==> config.mk <==
export PLATFORM = sky130hd
export DESIGN_NAME = ptl_root_stage
export DESIGN_NICKNAME = d
export VERILOG_FILES = /design/src/ptl_pkg.sv /design/src/ptl_root_stage.sv
export SDC_FILE = /design/constraint.sdc
export NUM_CORES = 1
export LEC_CHECK = 0
export BUFFER_PORTS_ARGS = -buffer_cell sky130_fd_sc_hd__clkbuf_2
export CAP_MARGIN = 20
export CORE_AREA = 2 2 400 402
export CTS_BUF_LIST = sky130_fd_sc_hd__clkbuf_16
export CTS_CLUSTER_DIAMETER = 100
export DETAILED_ROUTE_END_ITERATION = 10
export DIE_AREA = 0 0 402 404
export GPL_ROUTABILITY_DRIVEN = 0
export PLACE_DENSITY = 0.49
export SYNTH_ARGS = -nofsm -noshare
export SYNTH_HDL_FRONTEND = slang
export SYNTH_SLANG_ARGS = --single-unit
==> constraint.sdc <==
create_clock -name clk -period 6.1 [get_ports clk]
set_input_delay 0 -clock clk [delete_from_list [all_inputs] [get_ports clk]]
set_output_delay 0 -clock clk [all_outputs]
set_load 0.03 [all_outputs]
==> src/ptl_pkg.sv <==
// Shared constants for the point-to-line distance unit.
// No dependencies; every other file except ptl_points_if imports this package.
package ptl_pkg;

  // Default coordinate width (signed Q15.16).
  localparam int PTL_COORD_BITS = 32;

  // Width of the distance result in Q17.16.
  localparam int DIST_BITS = 33;

endpackage

==> src/ptl_root_stage.sv <==
// One bit of the floor(sqrt(num/den)) search: tries setting bit BIT of the result.
// Depends on ptl_pkg; keeps running values p = d*d*den and q = d*den so no multiplier is needed.
module ptl_root_stage #(
  parameter int NUM_W = 134,
  parameter int DEN_W = 68,
  parameter int RW    = 135,
  parameter int BIT   = 0
) (
  input  logic                           clk,
  input  logic                           rst,
  input  logic                           en,
  input  logic                           valid_in,
  input  logic                           degen_in,
  input  logic [NUM_W-1:0]               num_in,
  input  logic [DEN_W-1:0]               den_in,
  input  logic [RW-1:0]                  p_in,
  input  logic [RW-1:0]                  q_in,
  input  logic [ptl_pkg::DIST_BITS-1:0]  d_in,
  output logic                           valid_out,
  output logic                           degen_out,
  output logic [NUM_W-1:0]               num_out,
  output logic [DEN_W-1:0]               den_out,
  output logic [RW-1:0]                  p_out,
  output logic [RW-1:0]                  q_out,
  output logic [ptl_pkg::DIST_BITS-1:0]  d_out
);
  import ptl_pkg::*;

  logic [RW-1:0] cand;
  logic          take;

  // (d + 2^k)^2 * den = p + q * 2^(k+1) + den * 2^(2k)
  assign cand = p_in + (q_in << (BIT + 1)) + (RW'(den_in) << (2 * BIT));
  assign take = cand <= RW'(num_in);

  always_ff @(posedge clk) begin
    if (rst) begin
      valid_out <= 1'b0;
    end else if (en) begin
      valid_out <= valid_in;
    end
  end

  always_ff @(posedge clk) begin
    if (en) begin
      degen_out <= degen_in;
      num_out   <= num_in;
      den_out   <= den_in;
      p_out     <= take ? cand : p_in;
      q_out     <= take ? q_in + (RW'(den_in) << BIT) : q_in;
      d_out     <= take ? (d_in | (DIST_BITS'(1) << BIT)) : d_in;
    end
  end

endmodule

* Word level (Yosys, flattened, before mapping)
Cells that the tools add are included.
** Storage, ports and cells
- Bits in registers :: 507
- Input port bits :: 510
- Output and inout port bits :: 507
- Logic and storage cells :: 14
** Operators by class
- Add/sub/neg operators :: 3
- $lt $le $gt $ge :: 1
- Multiplexer cells :: 2
** Operators by type and width (number)
- adder 135 x 68 -> 135 bit :: 2
- two-way mux 135 bit :: 2
- adder 135 bit :: 1
- <= comparator 135 x 134 -> 1 bit :: 1

* Logic depth before layout (Yosys ltp)
- Depth in word-level cells :: 4
- Mapped depth :: 31
- Gate-level depth less buffers :: 29

* Least setup slack after synthesis
OpenSTA, ideal clock, no wires.
- Path kind :: input to register
- From :: input port den_in[21]
- To :: register q_out[134], data pin
- Library setup time :: 0.258 ns
- Data arrival time :: 6.234 ns
- Required time :: 5.842 ns
- Setup slack :: -0.391 ns
- Stages :: 29
- Buffers on the path :: 3
- Cell sequence :: fa_1 ha_1 buf_2 nand4_1 or3_4 or4_4 a21oi_1 a2111oi_0 nor2_1 a21oi_1 o311ai_1 o21ai_0 a21oi_1 a21boi_0 xnor2_1 ha_1 a211o_1 o32a_1 a2111o_1 nor4_1 o221ai_1 o211ai_1 o21ai_4 a31oi_4 and3_1 buf_4 buf_6 nand3_1 xnor2_1
** Between the ends
- Word-level cells in the longest chain between the ends :: 3
- Elaborated cells on any way between the ends :: 4
- Classes of those cells :: add/sub: 2; order compare: 1; mux: 1
** RTL lines
- from (decl) :: RTL line ptl_root_stage.sv:15 : input logic [DEN_W-1:0] den_in,
- adder 135 x 68 -> 135 bit :: RTL line ptl_root_stage.sv:33 : assign cand = p_in + (q_in << (BIT + 1)) + (RW'(den_in) << (2 * BIT));
- <= comparator 135 x 134 -> 1 bit :: RTL line ptl_root_stage.sv:34 : assign take = cand <= RW'(num_in);
- two-way mux 135 bit * :: RTL line ptl_root_stage.sv:50 : q_out <= take ? q_in + (RW'(den_in) << BIT) : q_in;
- to (signal assigned) :: RTL line ptl_root_stage.sv:50
- to (decl) :: RTL line ptl_root_stage.sv:24 : output logic [RW-1:0] q_out,
Mark *: on every way between the ends. The rest lies on a longest branch, timed or not.
A chain may end at the register's enable or synchronous reset.

* Final worst setup path
- From :: input port p_in[1]
- To :: register q_out[66], data pin
** Between the ends
- Word-level cells in the longest chain between the ends :: 4
** RTL lines
- from (decl) :: RTL line ptl_root_stage.sv:16 : input logic [RW-1:0] p_in,
- adder 135 bit :: RTL line ptl_root_stage.sv:33
- adder 135 x 68 -> 135 bit :: RTL line ptl_root_stage.sv:33
- <= comparator 135 x 134 -> 1 bit :: RTL line ptl_root_stage.sv:34
- two-way mux 135 bit :: RTL line ptl_root_stage.sv:50
Every way passes these cells.

==> reports/metrics.yaml <==
clock_latency_ns: 0.66
power.share.clock_pct: 21.2
drc: 0
grt_pass1_wl_um: 266000
crit_fanout: 23
synth_cells: 3565
drv_cap: 0
min_path_type: "input pin to register"
pwr-share-seq_pct: 25.6
switching_share_pct: 39.9
track_usage_pct: 22.3
endpoint_kind: "register"
viasPerCell: 4.76
critPathLaunchType: "input pin"
grt_max_degree: 121
drtPass1Iterations: 6
violations: "hold timing, setup timing"
clk_pin_slew_ns: 0.05
drt-initial-drc-count: 3123
io_pins: 1017
post_drt_wl_per_cell_um: 23.3
finalHoldViolations: 1
h-tree-depth: 3
crit_path_max_incr_delay_ns: 0.58
synth_edf_count: 506
relSlewSlack_pct: 23.7
period_needed_ns: 6.68
finalSetupViolCount: 271
ys_warn_count: 0
post-dp-hpwl_um: 155000
hold_buffers: 535
die_x_um: 402
yosys-top-cells-count: "506 x edfxtp_1, 402 x ha_1, 331 x a21oi_1, 324 x nand2_1, 227 x o21ai_0"
die_area_um2: 162000
die_height_um: 404
ys.flop_type: "edfxtp_1"
worstPathRequired_ns: 6.51
synth.most_common_cell: "edfxtp_1"
ir_drop_mv: 0.233
syn_nets: 4546
final_layout_size_suffix_gt1_share_pct: 41.7
num-nets-final: 7071
seq_area_frac_synth_pct: 41.1
synth_top_area_share_pct: 41.0
power_density_nw_per_um2: 298
io_buffers: 1016
mappedNetlistArea_um2: 37000
yosys-top-cells-area: "edfxtp_1 41%, ha_1 14%, a21oi_1 4.5%"
critPathKind: "input pin to register"
cts_buffer_depth: 3
grt_pass1_vias: 39300
cp_slowest_cell: "fa_2"
cts-buffers-inserted: 69
max_freq_mhz: 150
hold_slack_ns: -0.334
vias: 39200
synth-async-reset-ratio_pct: 0
status: "complete, but fails checks"
cts_tree: "yes"
yosysUniqueCellTypes: 79
power.total_w: 0.0185
fin_crit_sh_pct: 109
synth_seq_cells: 507
startpoint: "p_in[1]"
cp.arrival_ns: 7.09
setup_slack_ns: -0.576
design.core.area_um2: 158000
power_leakage_nw: 28.3
p_int_w: 0.0111
utilization_pct: 39.2
rows: 146
slew_violations: 0
combPwrFrac_pct: 53.1
gr-total-overflow: 0
hp-start: "p_in[1]"
p_switching_w: 0.00737
finalClockSkew_ns: 0
wirelength_um: 192000
start_util_pct: 23.5
rsz0062_at_grt: "yes"
root_buffer: "clkbuf_16"
ant_nets: 0
synth.largest_area_cell: "edfxtp_1"
tightest_slew_ns: 1.14
r2r-start: "valid_out$_SDFFE_PP0P_"
antenna_found_initial: 34
syn_to_final_growth_pct: 67.3
cts.sinks: 507
syn_avg_cell_area_um2: 10.4
## flip-flops by register name (all words and copies together), names as in the netlist
name       cells
d_out         33
degen_out      1
valid_out      1
p_out        135
q_out        135
num_out      134
den_out       68
## path summary, 6_finish.rpt
| kind | endpoint | slack [ns] | cells after the start |
|---|---|---|---|
| max reg2reg | valid_out$_SDFFE_PP0P_ | 4.97 | 3 |
| min reg2reg | valid_out$_SDFFE_PP0P_ | 1.05 | 3 |
| min | p_out[1]$_DFFE_PP_ | -0.33 | 2 |
| max | q_out[66]$_DFFE_PP_ | -0.58 | 38 |
## per-stage QoR
stage / cells / instance area [um^2] / setup TNS (ns) / hold WS [ns] / setup WS (ns)
2_1_floorplan: 3565 / 37200 / -0.118 / 0.0724 / -0.0211
3_3_place_gp: 7466 / 51500 / -350.28 / 0.162 / -1.52
3_5_place_dp: 7466 / 51500 / -381.13 / 0.171 / -1.65
4_1_cts: 8180 / 60600 / -80.80 / -0.382 / -0.476
5_1_grt: 8229 / 61900 / -170.10 / -0.354 / -0.826
6_report: 8238 / 61900 / -111.17 / -0.334 / -0.576
## cells in the final DEF, fill, tap and decap left out, types with 136 or more instances in the layout
cell type,instances
nor2_1,145
inv_1,225
clkbuf_2,1003
o21ai_0,169
dlygate4sd3_1,535
edfxtp_1,506
ha_1,390
xnor2_1,151
a21oi_1,303
buf_4,963
mux2_2,136
nand2_1,278
## cell families after synthesis
logic type                 after synthesis  share of synthesized area [%]
muxes                                  137                           4.16
AOI/OAI and AO/OA                      955                           15.9
xor gates and xnor gates               259                           6.13
buffers and inverters                  347                           3.74
adders and majority gates              471                           17.3
DFF                                    507                           41.1
and+or+nand+nor                        889                           11.6
## critical path: cells and delay by family
| kind | cells | cell delay [ns] |
|---|---|---|
| AO/OA/AOI/OAI | 13 | 2.30 |
| XOR/XNOR | 1 | 0.12 |
| adder cells (fa/ha/maj) | 3 | 1.04 |
| buffers and inverters | 11 | 1.52 |
| AND/OR/NAND/NOR | 10 | 2.03 |
## layout make-up
cell class	instances	area, um^2
Antenna cell	24	60.1
Clock buffer	70	1750
Clock inverter	53	367
Fill cell	15700	95900
Inverter	212	796
Multi-Input combinational cell	2711	22000
Sequential cell	507	15200
Tap cell	2072	2590
Timing Repair Buffer	2589	19100
## what timing repair did
action	4_1_cts	5_1_grt
pin swaps	75	113
gates resized for setup	198	241
setup buffers	48	31
cloned	12	10
endpoints found under the hold margin	586	1
setup endpoints to repair	271	271
## power groups by stage
stage	clock network (W)	registers, W	logic [W]
after floorplan	0	0.00577	0.00329
after global placement	0	0.00480	0.00830
after detailed placement	0	0.00480	0.00836
after CTS	0.00402	0.00474	0.00925
after global routing	0.00413	0.00477	0.0105
final	0.00393	0.00473	0.00982
## metal layers
metal,wire length [um],track usage [%],share of wire (%)
met2,92700,37.9,48
met3,13200,4.66,6.9
met1,78900,27.7,41
met4,6900,8.26,3.6
met5,105,0,0.055
(Power assumes the default switching activity.)
